===== config.mk =====
export PLATFORM = sky130hd
export DESIGN_NAME = stable_insertion_sort_records_core
export DESIGN_NICKNAME = d
export VERILOG_FILES = /design/src/hdl/sisr_pkg.sv /design/src/hdl/stable_insertion_sort_records_core.sv /design/src/hdl/sisr_ctrl.sv /design/src/hdl/sisr_datapath.sv
export SDC_FILE = /design/constraint.sdc
export NUM_CORES = 2
export LEC_CHECK = 0
export ABC_CLOCK_PERIOD_IN_PS = 8300
export BUFFER_PORTS_ARGS = -buffer_cell sky130_fd_sc_hd__buf_2
export CORE_MARGIN = 1.5
export CORE_UTILIZATION = 50
export CTS_CLUSTER_DIAMETER = 40
export CTS_CLUSTER_SIZE = 24
export DETAILED_ROUTE_END_ITERATION = 12
export GPL_ROUTABILITY_DRIVEN = 0
export HOLD_SLACK_MARGIN = 0.05
export PLACE_DENSITY = 0.76
export SYNTH_ARGS = -nofsm -noshare
export SYNTH_HDL_FRONTEND = slang
export SYNTH_SLANG_ARGS = --single-unit
export TNS_END_PERCENT = 10

===== constraint.sdc =====
create_clock -name aclk -period 8.3 [get_ports aclk]
set_input_delay 0.83 -clock aclk [delete_from_list [all_inputs] [get_ports aclk]]
set_output_delay 0.83 -clock aclk [all_outputs]
set_load 0.005 [all_outputs]

===== src/hdl/sisr_pkg.sv =====
// ============================================================================
// Stable insertion sort package
// Shared payload types, default sizes and controller/datapath interface
// structures for the stable insertion sort core.
// ============================================================================
package sisr_pkg;

    localparam int CAPACITY_DEF = 64;
    localparam int KEY_BITS_DEF = 16;
    localparam int KEY_W        = 16;
    localparam int TAG_W        = 6;

    typedef struct packed {
        logic [KEY_W-1:0] sort_key;
        logic [TAG_W-1:0] record_tag;
        logic             last_item;
    } in_item_t;

    typedef struct packed {
        logic [KEY_W-1:0] sorted_key;
        logic [TAG_W-1:0] sorted_tag;
        logic             last_result;
        logic             overflow;
    } out_item_t;

    typedef struct packed {
        logic load_item;
        logic drop_item;
        logic scan_read;
        logic write_new;
        logic write_shift;
        logic out_read;
        logic out_load;
        logic batch_clear;
    } ctrl_cmd_t;

    typedef struct packed {
        logic in_last;
        logic full;
        logic slot_zero;
        logic key_greater;
        logic last_flag;
        logic out_free;
        logic out_done;
    } dp_status_t;

endpackage


===== src/hdl/stable_insertion_sort_records_core.sv =====
// ============================================================================
// Stable insertion sort core
// Collects a batch of records and returns them in stable ascending key order.
// ============================================================================
// Records enter on the s_ channel (valid/ready); each transaction carries a
// key, a tag and a last flag. Each record is inserted as it arrives into a
// record memory with one read and one write port: stored records with a
// strictly greater key move up one place, so equal keys keep arrival order.
// Each record moved is a memory read followed by a compare and a write. A
// record that arrives while the store is full is dropped without an insertion
// step. The input is not ready again until the insertion ends.
// When the last record has been inserted, the batch is read out on the m_
// channel, each result read from memory into the result register; the final
// result carries last_result, and every result of the batch carries overflow
// if records arrived while the store was full (those records are dropped).
// A stalled receiver holds the result register and pauses the read-out; the
// next batch can start while the final result still waits.
// Reset empties the store and the result register; no clearing pass is needed.
// ============================================================================
module stable_insertion_sort_records_core #(
    parameter int CAPACITY = sisr_pkg::CAPACITY_DEF,
    parameter int KEY_BITS = sisr_pkg::KEY_BITS_DEF
) (
    input  logic                 aclk,
    input  logic                 aresetn,
    input  logic                 s_valid,
    output logic                 s_ready,
    input  sisr_pkg::in_item_t   s_payload,
    output logic                 m_valid,
    input  logic                 m_ready,
    output sisr_pkg::out_item_t  m_payload
);

    sisr_pkg::ctrl_cmd_t  cmd;
    sisr_pkg::dp_status_t status;

    sisr_ctrl u_ctrl (
        .aclk    (aclk),
        .aresetn (aresetn),
        .s_valid (s_valid),
        .s_ready (s_ready),
        .status  (status),
        .cmd     (cmd)
    );

    sisr_datapath #(
        .CAPACITY (CAPACITY),
        .KEY_BITS (KEY_BITS)
    ) u_datapath (
        .aclk      (aclk),
        .aresetn   (aresetn),
        .s_payload (s_payload),
        .m_payload (m_payload),
        .m_valid   (m_valid),
        .m_ready   (m_ready),
        .cmd       (cmd),
        .status    (status)
    );

endmodule


===== src/hdl/sisr_ctrl.sv =====
// ============================================================================
// Stable insertion sort controller
// One-hot state machine that sequences record insertion and batch read-out.
// ============================================================================
module sisr_ctrl (
    input  logic                  aclk,
    input  logic                  aresetn,
    input  logic                  s_valid,
    output logic                  s_ready,
    input  sisr_pkg::dp_status_t  status,
    output sisr_pkg::ctrl_cmd_t   cmd
);

    typedef enum logic [4:0] {
        ST_IDLE   = 5'b00001,
        ST_SCAN   = 5'b00010,
        ST_CMP    = 5'b00100,
        ST_OUT_RD = 5'b01000,
        ST_OUT_LD = 5'b10000
    } state_t;

    state_t state_reg;
    state_t state_next;

    always_ff @(posedge aclk) begin
        if (!aresetn) begin
            state_reg <= ST_IDLE;
        end else begin
            state_reg <= state_next;
        end
    end

    always_comb begin
        state_next = state_reg;
        cmd        = '0;
        s_ready    = 1'b0;
        unique case (state_reg)
            ST_IDLE: begin
                s_ready = 1'b1;
                if (s_valid) begin
                    cmd.load_item = 1'b1;
                    if (status.full) begin
                        cmd.drop_item = 1'b1;
                        state_next    = status.in_last ? ST_OUT_RD : ST_IDLE;
                    end else begin
                        state_next = ST_SCAN;
                    end
                end
            end
            ST_SCAN: begin
                if (status.slot_zero) begin
                    cmd.write_new = 1'b1;
                    state_next    = status.last_flag ? ST_OUT_RD : ST_IDLE;
                end else begin
                    cmd.scan_read = 1'b1;
                    state_next    = ST_CMP;
                end
            end
            ST_CMP: begin
                if (status.key_greater) begin
                    cmd.write_shift = 1'b1;
                    state_next      = ST_SCAN;
                end else begin
                    cmd.write_new = 1'b1;
                    state_next    = status.last_flag ? ST_OUT_RD : ST_IDLE;
                end
            end
            ST_OUT_RD: begin
                if (status.out_free) begin
                    cmd.out_read = 1'b1;
                    state_next   = ST_OUT_LD;
                end
            end
            ST_OUT_LD: begin
                cmd.out_load = 1'b1;
                if (status.out_done) begin
                    cmd.batch_clear = 1'b1;
                    state_next      = ST_IDLE;
                end else begin
                    state_next = ST_OUT_RD;
                end
            end
            default: begin
                state_next = ST_IDLE;
            end
        endcase
    end

`ifndef SYNTHESIS
    a_accept_blocks_next: assert property (@(posedge aclk) disable iff (!aresetn)
        (s_valid && s_ready && !status.full) |=> !s_ready)
        else $error("Input accepted again before the insertion finished.");
`endif

endmodule


===== src/hdl/sisr_datapath.sv =====
// ============================================================================
// Stable insertion sort datapath
// Record memory, insertion slot and fill counters, and the result register.
// ============================================================================
module sisr_datapath #(
    parameter int CAPACITY = sisr_pkg::CAPACITY_DEF,
    parameter int KEY_BITS = sisr_pkg::KEY_BITS_DEF
) (
    input  logic                  aclk,
    input  logic                  aresetn,
    input  sisr_pkg::in_item_t    s_payload,
    output sisr_pkg::out_item_t   m_payload,
    output logic                  m_valid,
    input  logic                  m_ready,
    input  sisr_pkg::ctrl_cmd_t   cmd,
    output sisr_pkg::dp_status_t  status
);

    localparam int IDX_W = $clog2(CAPACITY);
    localparam int CNT_W = $clog2(CAPACITY + 1);
    localparam int REC_W = KEY_BITS + sisr_pkg::TAG_W;
    localparam int EXT_W = KEY_BITS + sisr_pkg::KEY_W;

    logic [REC_W-1:0]             rec_mem [CAPACITY];
    logic [REC_W-1:0]             rd_data_reg;
    logic [KEY_BITS-1:0]          key_new_reg;
    logic [sisr_pkg::TAG_W-1:0]   tag_new_reg;
    logic                         last_reg;
    logic [IDX_W-1:0]             slot_reg;
    logic [CNT_W-1:0]             fill_reg;
    logic                         drop_reg;
    logic [IDX_W-1:0]             out_idx_reg;
    sisr_pkg::out_item_t          m_payload_reg;
    logic                         m_valid_reg;

    logic [EXT_W-1:0]             in_key_ext;
    logic [EXT_W-1:0]             out_key_ext;
    logic [KEY_BITS-1:0]          rd_key;
    logic                         mem_we;
    logic [IDX_W-1:0]             mem_waddr;
    logic [REC_W-1:0]             mem_wdata;
    logic                         mem_re;
    logic [IDX_W-1:0]             mem_raddr;

    assign in_key_ext  = {{KEY_BITS{1'b0}}, s_payload.sort_key};
    assign rd_key      = rd_data_reg[REC_W-1:sisr_pkg::TAG_W];
    assign out_key_ext = {{sisr_pkg::KEY_W{1'b0}}, rd_key};

    assign mem_we    = cmd.write_new || cmd.write_shift;
    assign mem_waddr = slot_reg;
    assign mem_wdata = cmd.write_shift ? rd_data_reg : {key_new_reg, tag_new_reg};
    assign mem_re    = cmd.scan_read || cmd.out_read;
    assign mem_raddr = cmd.out_read ? out_idx_reg : slot_reg - IDX_W'(1);

    always_ff @(posedge aclk) begin
        if (mem_we) begin
            rec_mem[mem_waddr] <= mem_wdata;
        end
    end

    always_ff @(posedge aclk) begin
        if (mem_re) begin
            rd_data_reg <= rec_mem[mem_raddr];
        end
    end

    always_ff @(posedge aclk) begin
        if (cmd.load_item) begin
            key_new_reg <= in_key_ext[KEY_BITS-1:0];
            tag_new_reg <= s_payload.record_tag;
        end
        if (cmd.out_load) begin
            m_payload_reg.sorted_key  <= out_key_ext[sisr_pkg::KEY_W-1:0];
            m_payload_reg.sorted_tag  <= rd_data_reg[sisr_pkg::TAG_W-1:0];
            m_payload_reg.last_result <= status.out_done;
            m_payload_reg.overflow    <= drop_reg;
        end
    end

    always_ff @(posedge aclk) begin
        if (!aresetn) begin
            last_reg    <= 1'b0;
            slot_reg    <= '0;
            fill_reg    <= '0;
            drop_reg    <= 1'b0;
            out_idx_reg <= '0;
            m_valid_reg <= 1'b0;
        end else begin
            if (cmd.load_item) begin
                last_reg    <= s_payload.last_item;
                slot_reg    <= fill_reg[IDX_W-1:0];
                out_idx_reg <= '0;
            end
            if (cmd.drop_item) begin
                drop_reg <= 1'b1;
            end
            if (cmd.write_shift) begin
                slot_reg <= slot_reg - IDX_W'(1);
            end
            if (cmd.write_new) begin
                fill_reg <= fill_reg + CNT_W'(1);
            end
            if (cmd.out_load) begin
                out_idx_reg <= out_idx_reg + IDX_W'(1);
            end
            if (cmd.batch_clear) begin
                fill_reg <= '0;
                drop_reg <= 1'b0;
            end
            if (cmd.out_load) begin
                m_valid_reg <= 1'b1;
            end else if (m_ready) begin
                m_valid_reg <= 1'b0;
            end
        end
    end

    always_comb begin
        status.in_last     = s_payload.last_item;
        status.full        = (fill_reg == CNT_W'(CAPACITY));
        status.slot_zero   = (slot_reg == '0);
        status.key_greater = (rd_key > key_new_reg);
        status.last_flag   = last_reg;
        status.out_free    = !m_valid_reg || m_ready;
        status.out_done    = ({1'b0, out_idx_reg} + (IDX_W + 1)'(1))
                             == (IDX_W + 1)'(fill_reg);
    end

    assign m_payload = m_payload_reg;
    assign m_valid   = m_valid_reg;

`ifndef SYNTHESIS
    a_fill_bounded: assert property (@(posedge aclk) disable iff (!aresetn)
        fill_reg <= CNT_W'(CAPACITY))
        else $error("Fill count exceeds the store capacity.");

    a_no_write_when_full: assert property (@(posedge aclk) disable iff (!aresetn)
        cmd.write_new |-> !status.full)
        else $error("Record written into a full store.");

    a_no_result_overwrite: assert property (@(posedge aclk) disable iff (!aresetn)
        cmd.out_load |-> !m_valid_reg)
        else $error("Result register loaded while a result is still pending.");
`endif

endmodule


Word-level counts from Yosys, hierarchy flattened
Memories as Yosys holds them, arrays and structs flattened. A register that Yosys moved wholly into a read port is not among the register bits.
Index checks and enable logic that the tools add are counted.
W data, S select, Z words.
{ "classes": {"addsub": 4, "mul": 0, "div": 0, "magnitude_cmp": 1, "n_eq_ne": 9, "n_shift": 0, "n_mux": 34, "n_bitwise": 1, "reduce_logical": 10} }
{ "ops": {"columns": ["cell", "count"], "rows": [
  ["$mux W6", 5],
  ["$mux W5", 5],
  ["$pmux W5 S5", 1],
  ["$mux W22", 1],
  ["$gt A16 B16 Y1", 1],
  ["$mux W1", 15],
  ["$mux W4", 3],
  ["$add A6 B1 Y7 const B", 1],
  ["$add A7 B1 Y7 const B", 1],
  ["$eq A7 B7 Y1", 1],
  ["$eq A7 B7 Y1 const B", 1],
  ["$add A6 B1 Y6 const B", 1],
  ["$logic_not A6 Y1", 1],
  ["$mux W2", 3],
  ["$reduce_bool A2 Y1", 3],
  ["$sub A6 B1 Y6 const B", 1],
  ["$eq A5 B1 Y1 const B", 1],
  ["$eq A5 B2 Y1 const B", 1],
  ["$eq A5 B3 Y1 const B", 1],
  ["$eq A5 B4 Y1 const B", 1],
  ["$eq A5 B5 Y1 const B", 1],
  ["$ne A2 B2 Y1 const B", 2],
  ["$logic_or A1 B1 Y1", 3],
  ["$pmux W1 S2", 1],
  ["4 further kinds", 4]
]} }
{ "totals": {"register_bits": 73, "latch_bits": 0, "mem_bits_rw": 1408, "mem_bits_ro": 0, "input_bits": 27, "out_inout_bits": 26, "elab_cells": 73, "mem_count": 1} }
{ "memory_table": {"columns": ["memory", "words", "word_bits", "rd", "rd_ports_with_merged_regs", "wr", "line_no", "text"], "rows": [
  ["u_datapath.rec_mem", 64, 22, 1, 1, 1, "sisr_datapath.sv:24", "logic [REC_W-1:0] rec_mem [CAPACITY];"]
]} }

Logic depth before layout (Yosys ltp)
{ "depth": {"depth_word": 6, "depth_mapped": 14, "ltp_nobuf": 10} }

Cells and area by module
From an unflattened synthesis, not the netlist that was laid out.
{ "unflattened": {"hier_cells": 4427, "area_unflattened_um2": 62954.1} }
{ "modules_own_cells": {"columns": ["module", "instances", "cells_each", "area_each_um2", "seq_area_each_um2"], "rows": [
  ["sisr_datapath", 1, 4379, 62521.2, 44762.9],
  ["sisr_ctrl", 1, 48, 432.9, 100.1]
]} }

Least setup slack after synthesis
Ideal clock, no wire load.
{ "synth_path": {"kind": "register to register", "start": "register u_datapath.rd_data_reg[7] (read register of u_datapath.rec_mem)", "end": "memory u_datapath.rec_mem[0][6] (netlist bit), data pin", "setup_time_ns": 0.702, "t_arrival_ns": 4.281, "required_time_ns": 7.598, "path_slack_ns": 3.317, "path_stages_with_launch": 11, "n_path_buf": 2, "synth_period_minus_slack_ns": 4.983, "path_cell_list": "edfxtp_1 > ha_1 > nor2b_1 > o21a_1 > o21ai_0 > a21oi_1 > o31ai_1 > a21o_1 > clkbuf_1 > clkbuf_1 > o21ai_0"} }
{ "synth_via": {"elab_chain_cells": 4} }
{ "synth_lines": {"columns": ["item", "line_no", "text"], "rows": [
  ["start: declaration", "sisr_datapath.sv:25", "logic [REC_W-1:0] rd_data_reg;"],
  ["$gt A16 B16 Y1", "sisr_datapath.sv:122", "status.key_greater = (rd_key > key_new_reg);"],
  ["$mux W1", "sisr_ctrl.sv:60", "if (status.key_greater) begin"],
  ["$mux W1", "sisr_ctrl.sv:37", "unique case (state_reg)"],
  ["$mux W22", "sisr_datapath.sv:51", "assign mem_wdata = cmd.write_shift ? rd_data_reg : {key_new_reg, tag_new_reg};"],
  ["named net u_datapath.mem_wdata[6]", "sisr_datapath.sv:41", "logic [REC_W-1:0] mem_wdata;"],
  ["end: declaration", "sisr_datapath.sv:24", null]
]} }
The timed path passes the listed nets, and every way through them passes these cells.

Worst setup path after layout
{ "layout_path": {"start": "register u_datapath.slot_reg[0], in the netlist u_datapath.mem_waddr[0]", "end": "register u_datapath.rd_data_reg[7] (read register of u_datapath.rec_mem), data pin"} }
{ "layout_via": {"elab_chain_cells": 4, "elab_cells_between_ends": 6, "classes_between": "add/sub: 1; mux: 3; reduce/logical: 2"} }
{ "layout_lines": {"columns": ["item", "line_no", "text"], "rows": [
  ["start: declaration", "sisr_datapath.sv:29", "logic [IDX_W-1:0] slot_reg;"],
  ["start signal: assignment", "sisr_datapath.sv:91", "slot_reg <= fill_reg[IDX_W-1:0];"],
  ["start signal: assignment", "sisr_datapath.sv:98", "slot_reg <= slot_reg - IDX_W'(1);"],
  ["parallel branches: the longest is 4 deep, another holds $sub A6 B1 Y6", null, null]
]} }
Several ways; the timed one is not identified.
A chain may end at the register's enable or synchronous reset.

==> results.txt <==
The first TritonRoute pass finished after 6 iterations. STA classifies the critical path startpoint as a flip-flop. In the synthesized netlist the dominant register cell turns out to be sky130_fd_sc_hd__edfxtp_1. The horizontal extent of the die is 347 um, and the final period demand of the worst path is 4.96 ns. CTS built an H-tree with a depth of 4. Global routing consumed, over all layers together, 26.8% of the routing resources.

STA classifies the critical path endpoint as a flip-flop. Clock skew on the completed layout was measured at 0.0414 ns. The initialized floorplan defines 126 standard-cell rows. The run finished, with violations left. The multi-input combinational cells in the finished layout cover a total of 0.0136 mm^2. Pin placement for this block handled 53 I/O pins.

The logs give 0 for the total overflow reported by the global router and 21.9 nW for the leakage power total. Yosys warning count: 0. Counting flops with a built-in enable in the synthesized netlist gives 1476. Counting along the longest clock path gives a buffer depth of 3. The routed wire length per instance came out at 27.3 um. In the final layout, the share of cells above drive strength 1 is 12.2%. In the post-synthesis netlist, the cell with the most instances is sky130_fd_sc_hd__edfxtp_1. The cell count after synthesis came out at 4288. By area the synthesized netlist is led by sky130_fd_sc_hd__edfxtp_1 (75%), sky130_fd_sc_hd__nand2_1 (7.3%), sky130_fd_sc_hd__nand3_1 (2.6%). The logs give 38.1k for the total vias in the final route and 50.3% for the starting utilization of the core area. At the pin with the least slew margin, the transition time is 1.43 ns. Violation count after the first detailed-routing iteration: 6032. The first-pass GRT wire length came out at 238 mm. Clock-pin slew was measured on the worst setup and hold paths at 0.06 ns. VDD sags by at most 213 uV.

In this run the worst path has a maximum fanout of 112. The post-cts sizing count is 0. For this run, the share of the core covered by cells in the final layout is 56.8%.

After clock tree synthesis, the flow added hold-fix buffers numbering 0. Class of the worst hold path: in2reg. Data on the critical path arrives at its endpoint at 5.46 ns.

The post-synthesis net count is 4335, and the number of antenna violations at the first check in global routing is 2. The register with the most flip-flops in the layout has 1408 of them. The logs give 0 ns for the post-route setup TNS and 208 for the pin count of the biggest net entering global routing.

The total power divided by cell area came out at 246 mW/mm^2. Startpoint-to-endpoint class of the critical path: reg2reg. The checks that failed: max-capacitance violations. sky130_fd_sc_hd__edfxtp_1 takes more of the synthesized area than any other cell. The hold-critical path depth came out at 1. The sequential cells in the finished layout cover a total of 0.0449 mm^2. The number of failing hold endpoints at the final stage was 0. The tree built by TritonCTS fans out to 1503 sinks.

The detailed-route vias per instance is 6.37. TritonCTS built the clock tree. The clock latency on the worst-skew pair was 0.76 ns; the post-synthesis average cell area was 13.8 um^2.

For this run, asynchronously set or reset flops after synthesis account for 0%. From synthesis to final layout, the design area changed by 12.9%. The flop and latch count out of synthesis works out to 1503. Setup repair after global routing left no endpoint under its margin. The share of synthesized area in the top cell type comes to 74.9%. The setup fix buffers added after clock tree synthesis was 0. The net count of the finished layout is 4368. In this run the tool buffered the top-level ports with 52 buffer cells.

Data on the critical path is required at its endpoint by 8.80 ns. The final critical path takes up 59.7% of the cycle. The placeable core region was 0.118 mm^2; the filler cell count in the final layout was 8705. Clock tree synthesis selected as its root buffer the cell sky130_fd_sc_hd__clkbuf_16.

By count the netlist is led by sky130_fd_sc_hd__edfxtp_1 (1476), sky130_fd_sc_hd__nand2_1 (1148), sky130_fd_sc_hd__nand3_1 (310). The sequential share of the synthesized area came out at 75.8%. The number of max-cap violations was 1; the remaining number of nets flagged by the antenna check after routing was 0. After detailed routing, the number of remaining DRC violations is 0. The summed area of non-filler cells in the final layout was 0.0668 mm^2.

Summing all placed instances gives a cell area of 0.0616 mm^2. The sum of net half-perimeters after detailed placement was 88.6 mm; the cell count of the worst reg-to-reg path was 10. The overall power was 16.4 mW.

The total clock buffers created by CTS is 147. The via count of the first global-routing pass is 36.6k. Measured against its own limit, the worst slew margin works out to 2.32%. For the number of different library cells in the post-synthesis netlist, the log shows 60. Summed over all layers, the routed wires come to 163 mm. The floorplan step defined a die boundary enclosing 0.120 mm^2. The run gives 0 as the final number of max-transition violations.

The floorplan step set the die height to 347 um. Setup violations remaining at the end of the flow were counted as 0. Static timing analysis puts the maximum clock frequency at 0.202 GHz. For the combined area of all synthesized cells, the log shows 0.0591 mm^2.
[final cells by class]
cell class | instances | area share (%)
Multi-Input combinational cell | 2483 | 20.4
Tap cell | 1536 | 2.88
Timing Repair Buffer | 154 | 1.67
Clock inverter | 109 | 1.94
Inverter | 32 | 0.180
Sequential cell | 1503 | 67.2
Antenna cell | 3 | 0.0112
Clock buffer | 164 | 5.73
[report_power, final]
group | switching (mW) | internal (mW) | leakage, nW | total [mW]
Sequential | 0.0212 | 8.59 | 13.5 | 8.61
Clock | 3.09 | 3.85 | 2.44 | 6.93
Combinational | 0.692 | 0.151 | 5.97 | 0.843
Total | 3.80 | 12.6 | 21.9 | 16.4
[layer usage]
| metal | global-route usage (%) | wire (um) | vias up |
|---|---|---|---|
| met3 | 6.12 | 20600 | 396 |
| met2 | 41.7 | 75700 | 2723 |
| met1 | 36.0 | 59100 | 18900 |
| met5 | 0 | 19 | - |
| li1 | - | - | 16100 |
| met4 | 12.7 | 7800 | 2 |
[cells in the final DEF, fill, tap and decap left out, types with 39 or more instances in the layout]
cell and n:
sky130_fd_sc_hd__a21oi_1 257, sky130_fd_sc_hd__a221oi_1 45, sky130_fd_sc_hd__a31oi_1 113, sky130_fd_sc_hd__buf_2 52
sky130_fd_sc_hd__buf_4 94, sky130_fd_sc_hd__clkbuf_16 151, sky130_fd_sc_hd__edfxtp_1 1476, sky130_fd_sc_hd__mux2i_1 95
sky130_fd_sc_hd__nand2_1 1148, sky130_fd_sc_hd__nand3_1 310, sky130_fd_sc_hd__nand4_1 99, sky130_fd_sc_hd__nor2_2 39
sky130_fd_sc_hd__o22ai_1 42
[metrics by stage]
step / std cells / hold slack, ns / setup WS [ns]
global placement: 5707 / 0.453 / 2.88
CTS: 5981 / 0.228 / 3.47
detailed placement: 5708 / 0.451 / 2.98
global route: 5981 / 0.241 / 3.31
finish: 5984 / 0.259 / 3.34
floorplan: 4288 / 0.403 / 3.32
[worst paths after layout]
check,from,to,slack [ns]
min,s_payload[9],u_datapath.key_new_reg[2],0.26
min reg2reg,u_datapath.drop_reg,u_datapath.m_payload[0],0.46
max reg2reg,u_datapath.mem_waddr[0],u_datapath.rd_data_reg[7],3.34
max,u_datapath.mem_waddr[0],u_datapath.rd_data_reg[7],3.34
[worst max-delay path, cell delays in order, from the launching register on]
cell and delay, ns:
sky130_fd_sc_hd__dfxtp_1 0.55, sky130_fd_sc_hd__inv_1 0.12, sky130_fd_sc_hd__ha_1 0.40, sky130_fd_sc_hd__inv_1 0.24, sky130_fd_sc_hd__a31oi_1 0.18, sky130_fd_sc_hd__a21oi_4 0.26, sky130_fd_sc_hd__buf_12 0.48, sky130_fd_sc_hd__mux4_2 0.40
sky130_fd_sc_hd__a2111oi_0 1.22, sky130_fd_sc_hd__nand2_1 0.34, sky130_fd_sc_hd__a211o_1 0.34
[kinds of logic (layout without fill, tap and decap cells)]
logic type / after synthesis / after routing / synth area share [%]
other: 0 / 3 / 0
muxes: 142 / 142 / 2.98
AOI/OAI and AO/OA: 579 / 579 / 6.11
DFF: 1503 / 1503 / 75.8
and+or+nand+nor: 1728 / 1728 / 12.4
buffers and inverters: 302 / 459 / 2.01
xor gates and xnor gates: 14 / 14 / 0.207
adders and majority gates: 20 / 20 / 0.423
No activity file was read; power rests on OpenSTA's default activity.
